## src/rtl/core/mvn_ram.sv

```systemverilog
// ----------------------------------------------------------------------------
// mvn_ram
// Generic simple dual-port RAM, one write and one registered read port.
// ----------------------------------------------------------------------------
`timescale 1ns / 1ps

module mvn_ram #(
    parameter int WIDTH = 32,
    parameter int DEPTH = 64
) (
    input  logic                                      clk,
    input  logic                                      we,
    input  logic [((DEPTH > 1) ? $clog2(DEPTH) : 1)-1:0] waddr,
    input  logic [WIDTH-1:0]                          wdata,
    input  logic [((DEPTH > 1) ? $clog2(DEPTH) : 1)-1:0] raddr,
    output logic [WIDTH-1:0]                          rdata
);

    logic [WIDTH-1:0] mem_reg [DEPTH];
    logic [WIDTH-1:0] rdata_reg;

    always_ff @(posedge clk)
    begin
        if (we)
        begin
            mem_reg[waddr] <= wdata;
        end
        rdata_reg <= mem_reg[raddr];
    end

    assign rdata = rdata_reg;

endmodule

```

## config.mk

```make
export PLATFORM = sky130hd
export DESIGN_NAME = mvn_ram
export DESIGN_NICKNAME = d
export VERILOG_FILES = /design/src/rtl/core/mvn_ram.sv
export SDC_FILE = /design/constraint.sdc
export NUM_CORES = 2
export LEC_CHECK = 0
export BUFFER_PORTS_ARGS = -buffer_cell sky130_fd_sc_hd__buf_4
export CORE_AREA = 2 2 316 552
export DETAILED_ROUTE_END_ITERATION = 10
export DIE_AREA = 0 0 318 554
export GPL_ROUTABILITY_DRIVEN = 0
export GPL_TIMING_DRIVEN = 0
export PLACE_DENSITY = 0.64
export SYNTH_ARGS = -nofsm -noshare
export SYNTH_HDL_FRONTEND = slang
export SYNTH_SLANG_ARGS = --single-unit
```

## constraint.sdc

```tcl
create_clock -name clk -period 4.12 [get_ports clk]
set_input_delay 0.206 -clock clk [delete_from_list [all_inputs] [get_ports clk]]
set_output_delay 0.206 -clock clk [all_outputs]
set_load 0.05 [all_outputs]
```

**Yosys cells after proc, flatten, opt, wreduce, memory -nomap -nowiden**

Memories as Yosys holds them, arrays and structs flattened. A register that Yosys moved wholly into a read port is not among the register bits.
Cells that the tools add are included.
Widths: inputs -> output; s select.

- Register bits: 0
- Bits in latches: 0
- Bits in writable memories: 2048
- Bits in read-only memories: 0
- Output and inout port bits: 32
- Word-level logic and storage cells: 3
- Memories kept: 1

- Add/subtract/negate cells: 0
- Multiply operators: 0
- Div/mod/pow operators: 0
- Order comparisons: 0
- Eq/ne operators: 0
- Shift operators: 0
- Multiplexer cells: 2
- Bitwise operators: 0
- Reduce and logical (&&, ||, !) cells: 0

Memories:

| name | words | bits a word | rd ports | clocked after memory_dff | write ports | line | source |
|---|---|---|---|---|---|---|---|
| mem_reg | 64 | 32 | 1 | 1 | 1 | 19 | `logic [WIDTH-1:0] mem_reg [DEPTH];` |

Operators by type and width:

| kind | count |
|---|---|
| $mux 1 | 2 |

**Logic depth before layout (Yosys ltp)**

- Depth after elaboration: 2
- Mapped depth: 10
- Depth with buffers taken out: 5

**Worst setup path before layout**

Ideal clock, no wire load.

- Kind: input -> register
- Start point: in waddr[3] (netlist bit)
- End point: mem mem_reg[48][0], enable pin
- Data arrival time: 2905 ps
- Data required time: 3659 ps
- Path slack: 754 ps
- Cell stages on the path: 4
- Cells stage by stage: clkbuf_1 > nor2b_1 > nand4b_1 > nor3_1

RTL lines:

| element | line | source |
|---|---|---|
| from (decl) | 13 | `input logic [((DEPTH > 1) ? $clog2(DEPTH) : 1)-1:0] waddr,` |
| to (decl) | 19 |  |

No word-level cell before the write port.

==> metrics <==
status complete, but fails checks; violated checks capacitance limit, slew limit; wire length per cell around 40 µm; Core Area 171000 µm²; Routed WL 241000 µm; Power per Cell Area ~480 nW/µm²; power share of the clock group 39.5%; IO Port Bufs 69; initial antenna violation count 12; Final Hold Viols 0; detailed-route via count ~39000; #FFs+latches synth ~2100; Syn Nets 3370; sequential area share after synthesis around four fifths; clock skew a little under 0.05 ns; Placement Cell Area 83800 µm²; crit-path cells buf_2 > buf_2 > buf_2 > buf_1 > mux4_2 > o22ai_1 > nor2_1 > a21oi_1 > nor2_1; Pleak 27.8 nW; Worst IR Drop VDD 0.300 mV; Max-slew headroom -6.50%; period utilization 91.9%; vias per cell 6.41; placed instance count 5700; Post-CTS Setup Repair Bufs 0; number of flip-flops in the largest register ~2000; first-pass GRT wire length 324000 µm; Final ANT Viol Nets 0; total power 0.0433 W; Max Root-Sink Buffers 4; # IOs 78; root buf cell clkbuf_16; Hold Path Origin wdata[11]; Logic pwr share 6.4%; max-cap violations 5; die area 176000 µm²; Layout area overhead 14.4%; Residual DRC 0; CTS buffer count 187; Cell variety after synth 34; critical path's largest stage delay 1.00 ns; fin area 89800 µm²; Slew @ Worst Pin 1.60 ns; worst min path class input pin to flop; pre-CTS setup slack -0.409 ns; CTS Sinks 2080; gr ovfl total 0; CTS tree yes; Die X-Extent 318 µm; RSZ-0062 raised after global routing false; critical path data arrival time 4.50 ns; Nets between 3000 and 4000; largest net degree at the start of global routing 65; Top cell by count, worst path buf_2; Seq pwr share 54.2%; Worst-path clk slew 0.07 ns; Post-Syn Area per Cell 23.6 µm²; R2R Setup Slk 1.52 ns; internal power 0.0337 W; Worst Path Max Fanout 10; layout cells sized above 1 29.0%; net switching power 0.00965 W; num rows between 200 and 250; setup ws final 0.334 ns; end of the critical path rdata[27]; Finished Layout Cells roughly 6100; RR Endpoint rdata[18]; f_max 264 MHz; Initial Utilization a little under half; CTS resizes 0; clock latency on the worst-skew pair 0.84 ns; reg2reg start mem_reg[18][18]; CP Launch Type input pin; vias in the first global route 39000; Worst Path Required ~4.8 ns; Cells after Synth 3324; H-tree depth 4; Detail Placement HPWL 159000 µm; # hold bufs at CTS 22; cell area after synthesis 78500 µm²; max-slew violations 55; chip height 554 µm; gr usage total 27.4%; Crit-path slowest cell buf_1; Iteration-0 DRC Markers 5740; Final Setup Violations 0; worst-case reg-to-reg path depth 4; Worst Setup SP raddr[1]; switching share of power 22.3%; time the worst path needs with I/O delays and setup 3.79 ns; Setup Crit Path Kind input pin to flop; Warnings, synthesis 0; drt first pass iters 6; Setup crit end kind flop
==> placed cells by master (no fill, tap or decap), drive strengths merged, types with 7 or more instances in the layout <==
cell type	instances
bufinv	13
a21oi	62
mux2i	93
nand2	26
clkinvlp	8
nor3	7
clkinv	85
dfxtp	32
edfxtp	2048
mux4	544
diode	7
nor2b	15
clkbuf	296
o22ai	84
a22oi	12
buf	251
nor2	137
nand2b	8
a311oi	8
o221ai	27
dlygate4sd3	22
==> power by group through the flow <==
stage	logic [W]	registers (W)	clock network [W]
floorplan	0.00114	0.0241	0
global placement	0.00264	0.0239	0
detailed placement	0.00272	0.0239	0
CTS	0.00274	0.0235	0.0172
global route	0.00280	0.0235	0.0179
finish	0.00276	0.0235	0.0171
==> cells by family (layout without fill, tap and decap cells) <==
family          Yosys count  in the layout  synth area share, %
mux                     637            637                 16.8
buf+inv                 182            679                 1.13
other cells               0              7                    0
flops                  2080           2080                 79.1
simple gates            223            223                 1.27
compound gates          202            202                 1.67
==> metal layers <==
layer  track usage [%]  vias to the layer above  part of all wire (%)
li1                  -                    15000                     -
met1              31.0                    20900                    32
met2              47.1                     2415                    51
met3              4.63                      624                   8.3
met4              19.9                        8                   8.8
met5                 0                        -                 0.022
==> metrics by stage <==
stage	hold slack (ns)	util [%]	TNS [ns]
2_1_floorplan	0.305	-	0
3_3_place_gp	0.661	47.8	-1667.16
3_5_place_dp	0.657	48.9	-3.64
4_1_cts	0.00869	52.4	0
5_1_grt	0.0332	52.5	0
6_report	0.00565	52.5	0
==> synthesized netlist by cell type <==
| cell type | number | share of area (%) |
|---|---|---|
| a21oi_1 | 62 | 0.40 |
| a22oi_1 | 12 | 0.11 |
| a311oi_1 | 8 | 0.089 |
| a31oi_1 | 1 | 0.0080 |
| a41o_1 | 4 | 0.051 |
| and2_1 | 2 | 0.016 |
| and3_1 | 4 | 0.032 |
| buf_1 | 21 | 0.10 |
| buf_2 | 57 | 0.36 |
| buf_4 | 25 | 0.24 |
| buf_6 | 5 | 0.072 |
| clkbuf_1 | 74 | 0.35 |
| dfxtp_1 | 32 | 0.82 |
| edfxtp_1 | 2048 | 78 |
| mux2i_1 | 93 | 1.2 |
| mux4_2 | 544 | 16 |
| nand2_1 | 26 | 0.12 |
| nand2b_1 | 8 | 0.064 |
| nand3_1 | 5 | 0.032 |
| nand3b_1 | 5 | 0.048 |
| nand4_1 | 2 | 0.016 |
| nand4b_1 | 1 | 0.011 |
| nor2_1 | 137 | 0.65 |
| nor2b_1 | 15 | 0.12 |
| nor3_1 | 7 | 0.045 |
| o221ai_1 | 27 | 0.30 |
| o22ai_1 | 84 | 0.67 |
| o32ai_1 | 4 | 0.045 |
| or2_0 | 1 | 0.0080 |
| or2_1 | 1 | 0.0080 |
| or2_2 | 1 | 0.0080 |
| or3_1 | 3 | 0.024 |
| or3b_1 | 2 | 0.022 |
| or3b_2 | 3 | 0.033 |
==> layout make-up <==
class / count / area (µm²)
Fill cell: 12900 / 81400
Tap cell: 2233 / 2790
Timing Repair Buffer: 165 / 2190
Buffer: 182 / 888
Antenna cell: 7 / 17.5
Sequential cell: 2080 / 62100
Multi-Input combinational cell: 1062 / 16000
Clock inverter: 110 / 892
Clock buffer: 222 / 4960
==> worst max-delay path: cells and delay by family <==
family                 cells  cell delay [ns]
and+or+nand+nor            2             1.00
AOI/OAI and AO/OA          2             0.46
muxes                      1             0.41
buffers and inverters      4             2.38
==> worst min-delay path by stage <==
stage / slack [ns] / cells after the start / endpoint
floorplan: 0.30 / 0 / mem_reg[0][0]
global route: 0.03 / 1 / mem_reg[35][16]
CTS: 0.009 / 1 / mem_reg[50][11]
finish: 0.006 / 1 / mem_reg[50][11]
global placement: 0.66 / 1 / rdata[9]
detailed placement: 0.66 / 1 / rdata[4]
No activity file was read; power rests on OpenSTA's default activity.
