===== config.mk =====
export PLATFORM = sky130hd
export DESIGN_NAME = mvn_mul
export DESIGN_NICKNAME = d
export VERILOG_FILES = /design/src/rtl/core/mvn_pkg.sv /design/src/rtl/core/mvn_mul.sv
export SDC_FILE = /design/constraint.sdc
export NUM_CORES = 2
export LEC_CHECK = 0
export BUFFER_PORTS_ARGS = -buffer_cell sky130_fd_sc_hd__buf_2
export CAP_MARGIN = 20
export CORE_MARGIN = 5
export CORE_UTILIZATION = 55
export DETAILED_ROUTE_END_ITERATION = 10
export PLACE_DENSITY = 0.73
export SETUP_SLACK_MARGIN = 0.02
export SLEW_MARGIN = 0
export SYNTH_ARGS = -nofsm -noshare
export SYNTH_HDL_FRONTEND = slang
export SYNTH_SLANG_ARGS = --single-unit

===== constraint.sdc =====
create_clock -name clk -period 15.1 [get_ports clk]
set_input_delay 0.755 -clock clk [delete_from_list [all_inputs] [get_ports clk]]
set_output_delay 0.755 -clock clk [all_outputs]
set_load 0.01 [all_outputs]

===== src/rtl/core/mvn_pkg.sv =====
// ----------------------------------------------------------------------------
// mvn_pkg
// Shared constants, codes and fixed-point helpers for the MVN density block.
// ----------------------------------------------------------------------------
`timescale 1ns / 1ps

package mvn_pkg;

    localparam int DEF_MAX_DIM = 8;

    // operand width of the shared multiplier
    localparam int MUL_W = 34;

    // operation codes
    localparam logic [1:0] OP_LOAD   = 2'd0;
    localparam logic [1:0] OP_SAMPLE = 2'd1;
    localparam logic [1:0] OP_FINISH = 2'd2;

    // register indexes
    localparam logic [0:0] CFG_DIMENSION  = 1'b0;
    localparam logic [0:0] CFG_LOG_OUTPUT = 1'b1;

    localparam logic [31:0] LN2_Q32          = 32'd2977044472;
    localparam logic [32:0] INV_LN2_Q32      = 33'd6196328019;
    localparam logic [31:0] HALF_LOG_2PI_Q32 = 32'd3946810947;
    localparam logic [62:0] SUM_CAP          = '1;

    function automatic logic signed [31:0] sat32(input logic signed [63:0] x);
        logic signed [31:0] r;
        if (x > 64'sd2147483647)
            r = 32'sh7FFFFFFF;
        else if (x < -64'sd2147483648)
            r = 32'sh80000000;
        else
            r = x[31:0];
        return r;
    endfunction

    // floor(2^32 / k) for the Taylor term divisors
    function automatic logic [32:0] recip_q32(input logic [3:0] k);
        logic [32:0] r;
        case (k)
            4'd1:    r = 33'd4294967296;
            4'd2:    r = 33'd2147483648;
            4'd3:    r = 33'd1431655765;
            4'd4:    r = 33'd1073741824;
            4'd5:    r = 33'd858993459;
            4'd6:    r = 33'd715827882;
            4'd7:    r = 33'd613566756;
            4'd8:    r = 33'd536870912;
            4'd9:    r = 33'd477218588;
            4'd10:   r = 33'd429496729;
            4'd11:   r = 33'd390451572;
            4'd12:   r = 33'd357913941;
            default: r = 33'd0;
        endcase
        return r;
    endfunction

endpackage


===== src/rtl/core/mvn_mul.sv =====
// ----------------------------------------------------------------------------
// mvn_mul
// Shared signed multiplier with a registered product.
// ----------------------------------------------------------------------------
`timescale 1ns / 1ps

module mvn_mul import mvn_pkg::*; (
    input  logic                        clk,
    input  logic signed [MUL_W-1:0]     a,
    input  logic signed [MUL_W-1:0]     b,
    output logic signed [2*MUL_W-1:0]   prod
);

    logic signed [2*MUL_W-1:0] prod_reg;

    always_ff @(posedge clk)
    begin
        prod_reg <= a * b;
    end

    assign prod = prod_reg;

endmodule

; ---- Word level (Yosys, flattened, before mapping)
; Index checks and enable logic that the tools add are counted.
[totals]
register_bits = 68
wordCells = 2
out_inout_bits = 68
input_bits = 69
[op_classes]
n_mul = 1
[ops]
columns = op, n
row1 = $mul A34 B34 Y68, 1

; ---- Depth between registers and ports, before layout
[logic_depth]
ltp_word = 1
mapped_depth = 31
ltp_nobuf = 29

; ---- Worst setup path before layout
; No wires, ideal clock.
[synth_timing]
path_kind = input port to flip-flop
start = input port a[33]
end = register prod_reg[65] (netlist: prod[65])
t_required_ns = 15.028
path_buffers = 2
t_arrival_ns = 8.173
path_stages = 24
slack_ns = 6.855
setup_time_ns = 0.072
path_cell_list = clkbuf_1 > nand2_1 > inv_1 > fa_1 > fa_1 > fa_1 > fa_1 > inv_1 > fa_1 > fa_1 > fa_1 > fa_1 > inv_1 > ha_1 > clkdlybuf4s50_2 > nand3_1 > or2_2 > nor2_1 > a221oi_1 > o21ai_0 > a31oi_2 > nor2_2 > o41ai_2 > xnor2_1
[synth_between]
elab_chain_cells = 1
[synth_lines]
columns = item, line_no
row1 = start: declaration, mvn_mul.sv:9  ; input logic signed [MUL_W-1:0] a,
row2 = $mul A34 B34 Y68, mvn_mul.sv:18  ; prod_reg <= a * b;
row3 = end signal: assignment, mvn_mul.sv:18
row4 = end: declaration, mvn_mul.sv:14  ; logic signed [2*MUL_W-1:0] prod_reg;
; No other way between the ends.

; ---- Worst setup path after layout
[layout_timing]
start = input port b[7]
end = register prod_reg[66] (netlist: prod[66])
[layout_between]
elab_chain_cells = 1
[layout_lines]
columns = item, line_no
row1 = start: declaration, mvn_mul.sv:10  ; input logic signed [MUL_W-1:0] b,
row2 = $mul A34 B34 Y68, mvn_mul.sv:18
; No other way between the ends.

==> flow_metrics.tcl <==
set metrics [dict create \
    synth_warnings 0 \
    timing.final.setup_violations 0 \
    wl_per_cell_um 20.3 \
    cts_buffers 9 \
    die_x_um 290 \
    finalHoldViolations 0 \
    critPathBufInv 6 \
    detail_route.drc_violations 0 \
    detail-route-antenna-nets 0 \
    async_reset_ff_frac 0 \
    critPathRequiredTime_ns 15.43 \
    cp_slowest_stage_delay_ns 1.23 \
    ioPinCount 137 \
    yosysSeqAreaShare 0.0316 \
    buffer_ports.inserted 136 \
    ys.flop_type "dfxtp_1" \
    design.core.area_um2 77500 \
    die_y_um 290 \
    grt_antenna_before_repair 11 \
    synth-seq-cells 68 \
    drive_above_1_share 0.0439 \
    initial_utilization 0.555 \
    grt_max_degree 35 \
    crit_top_cell "fa_1" \
    timing.critical_path.from_type "input port" \
    cp.arrival_ns 9.15 \
    path_class "input port to flop" \
    synthDistinctLibCells 69 \
    vias 30040 \
    cts_root_buf "clkbuf_16" \
    setup_slack_ns 6.28 \
    std_cell_rows 102 \
    worst_setup_hold_path_clk_slew_ns 0.07 \
    mostFrequentLayoutCell "fa_1" \
    syn_to_final_growth_pct 3.50 \
    endpoint_kind "flop" \
    nNetsFinal 6001 \
    avgViaCountPerCell 5.42 \
    post_cts_buffers 0 \
    crit_path_top_delay_cell "fa_1" \
    tns_ns 0 \
    first_pass_iters 5 \
    report.final.slew_viol_count 0 \
    largest_register_ffs 68 \
    synth.net_count 6068 \
    dp_hpwl_um 86800 \
    hold_path_class "input port to flop" \
    post_cts_resized 0 \
    run_status "finished, final reports clean" \
    numClockSinks 68 \
    timing_worst_slew_pin_value_ns 1.06 \
    worstPathCellList "buf_2 > nand2_1 > inv_1 > fa_1 > inv_1 > fa_1 > inv_1 > fa_1 > fa_1 > fa_1 > fa_1 > fa_1 > inv_1 > fa_1 > inv_1 > ha_1 > and2_1 > and3_1 > a221oi_1 > o41ai_1 > a31oi_4 > o31ai_4 > a221oi_2 > xnor2_1" \
    final.period_utilization 0.584 \
    fmax_ghz 0.113 \
    grt_pass1_vias 34439 \
    number_of_cells_produced_by_synthesis 4554 \
    synth_edf_count 0 \
    gr-total-overflow 0 \
    ctsLongestPathBuffers 2 \
    maxcap_violations 0 \
    globalplace.congestion 0.921 \
    holdBufCountCts 0 \
    path_delay_family "adder cells" \
    htree_levels 3 \
    tritoncts "built" \
    placement.setup.worst_slack_ns 5.89 \
    min_period_ns 8.82 \
    mappedNetlistArea_um2 43000 \
    commonest_non_fill_non_tap_cells_in_the_layout "1241 x fa_1, 1231 x inv_1, 621 x and2_1, 542 x nand2_1, 204 x ha_1" \
    die_area_um2 83900 \
    grt_pass1_wl_um 186000 \
    routed_wirelength_um 112000 \
    iteration_0_drc_markers 2057 \
    globalRouteTotalUtil 0.287 \
    timing.max_slew.rel_slack 0.292 \
    critPathMaxFanout 34 \
    rsz_0062_raised_after_global_routing "false" \
    post_synth.cell_area_avg_um2 9.45 \
]
## final timing paths
check             startpoint          endpoint  slack [ns]  cells after the start
setup / recovery        b[7]  prod[66]$_DFF_P_        6.28                     24
hold / removal          b[0]   prod[0]$_DFF_P_        0.95                      3
## through the flow
| step | area, µm² | std cells | util | hold slack [ns] |
|---|---|---|---|---|
| floorplan | 43000 | 4554 | - | 0.882 |
| global placement | 44200 | 5515 | 0.571 | 1.15 |
| detailed placement | 44200 | 5515 | 0.571 | 1.15 |
| CTS | 44500 | 5531 | 0.574 | 0.938 |
| global route | 44500 | 5532 | 0.575 | 0.977 |
| finish | 44500 | 5540 | 0.575 | 0.947 |
## logic make-up (layout without fill, tap and decap cells)
| group | count (synthesis) | in the layout | synth area share |
|---|---|---|---|
| compound gates | 206 | 206 | 0.0335 |
| xor+xnor | 79 | 79 | 0.0161 |
| fa+ha+maj | 1445 | 1445 | 0.637 |
| buf+inv | 1460 | 1398 | 0.128 |
| flops | 68 | 68 | 0.0316 |
| other cells | 0 | 8 | 0 |
| simple gates | 1296 | 1296 | 0.154 |
## cell type report
cell class                 instances  area [µm²]
timing repair buffer             150         806
tap                             1040        1300
clock buffer                      11         243
clock inverter                     5        36.3
multi-input combinational       3026       36100
antenna                            8        20.0
sequential                        68        1360
inverter                        1232        4620
fill                            6805       32900
## synth_stat cells (6+ instances only)
master / count / area share
nand4_1: 11 / 0.0016
nand2_1: 542 / 0.047
ha_1: 204 / 0.059
a211oi_1: 6 / 0.0010
inv_1: 1231 / 0.11
o21ai_0: 31 / 0.0036
nand3_1: 11 / 0.0013
o21bai_1: 12 / 0.0021
o21ai_1: 7 / 0.00081
xnor2_1: 56 / 0.011
nand2b_1: 20 / 0.0029
xor2_1: 23 / 0.0047
a21oi_1: 61 / 0.0071
clkbuf_1: 214 / 0.019
nor2_1: 54 / 0.0047
and2_1: 621 / 0.090
nor2b_1: 9 / 0.0013
fa_1: 1241 / 0.58
a21o_1: 37 / 0.0065
a31oi_1: 7 / 0.0010
dfxtp_1: 68 / 0.032
## per-layer routing
| layer | GRT usage | routed length (µm) | vias to the layer above |
|---|---|---|---|
| li1 | - | - | 12666 |
| met1 | 0.383 | 43900 | 15857 |
| met2 | 0.476 | 54400 | 1205 |
| met3 | 0.0539 | 9290 | 304 |
| met4 | 0.102 | 4680 | 8 |
| met5 | 0 | 55 | - |
Power is not shown: default switching activity piles up to over one toggle a cycle in this logic, so the estimate is an artifact.
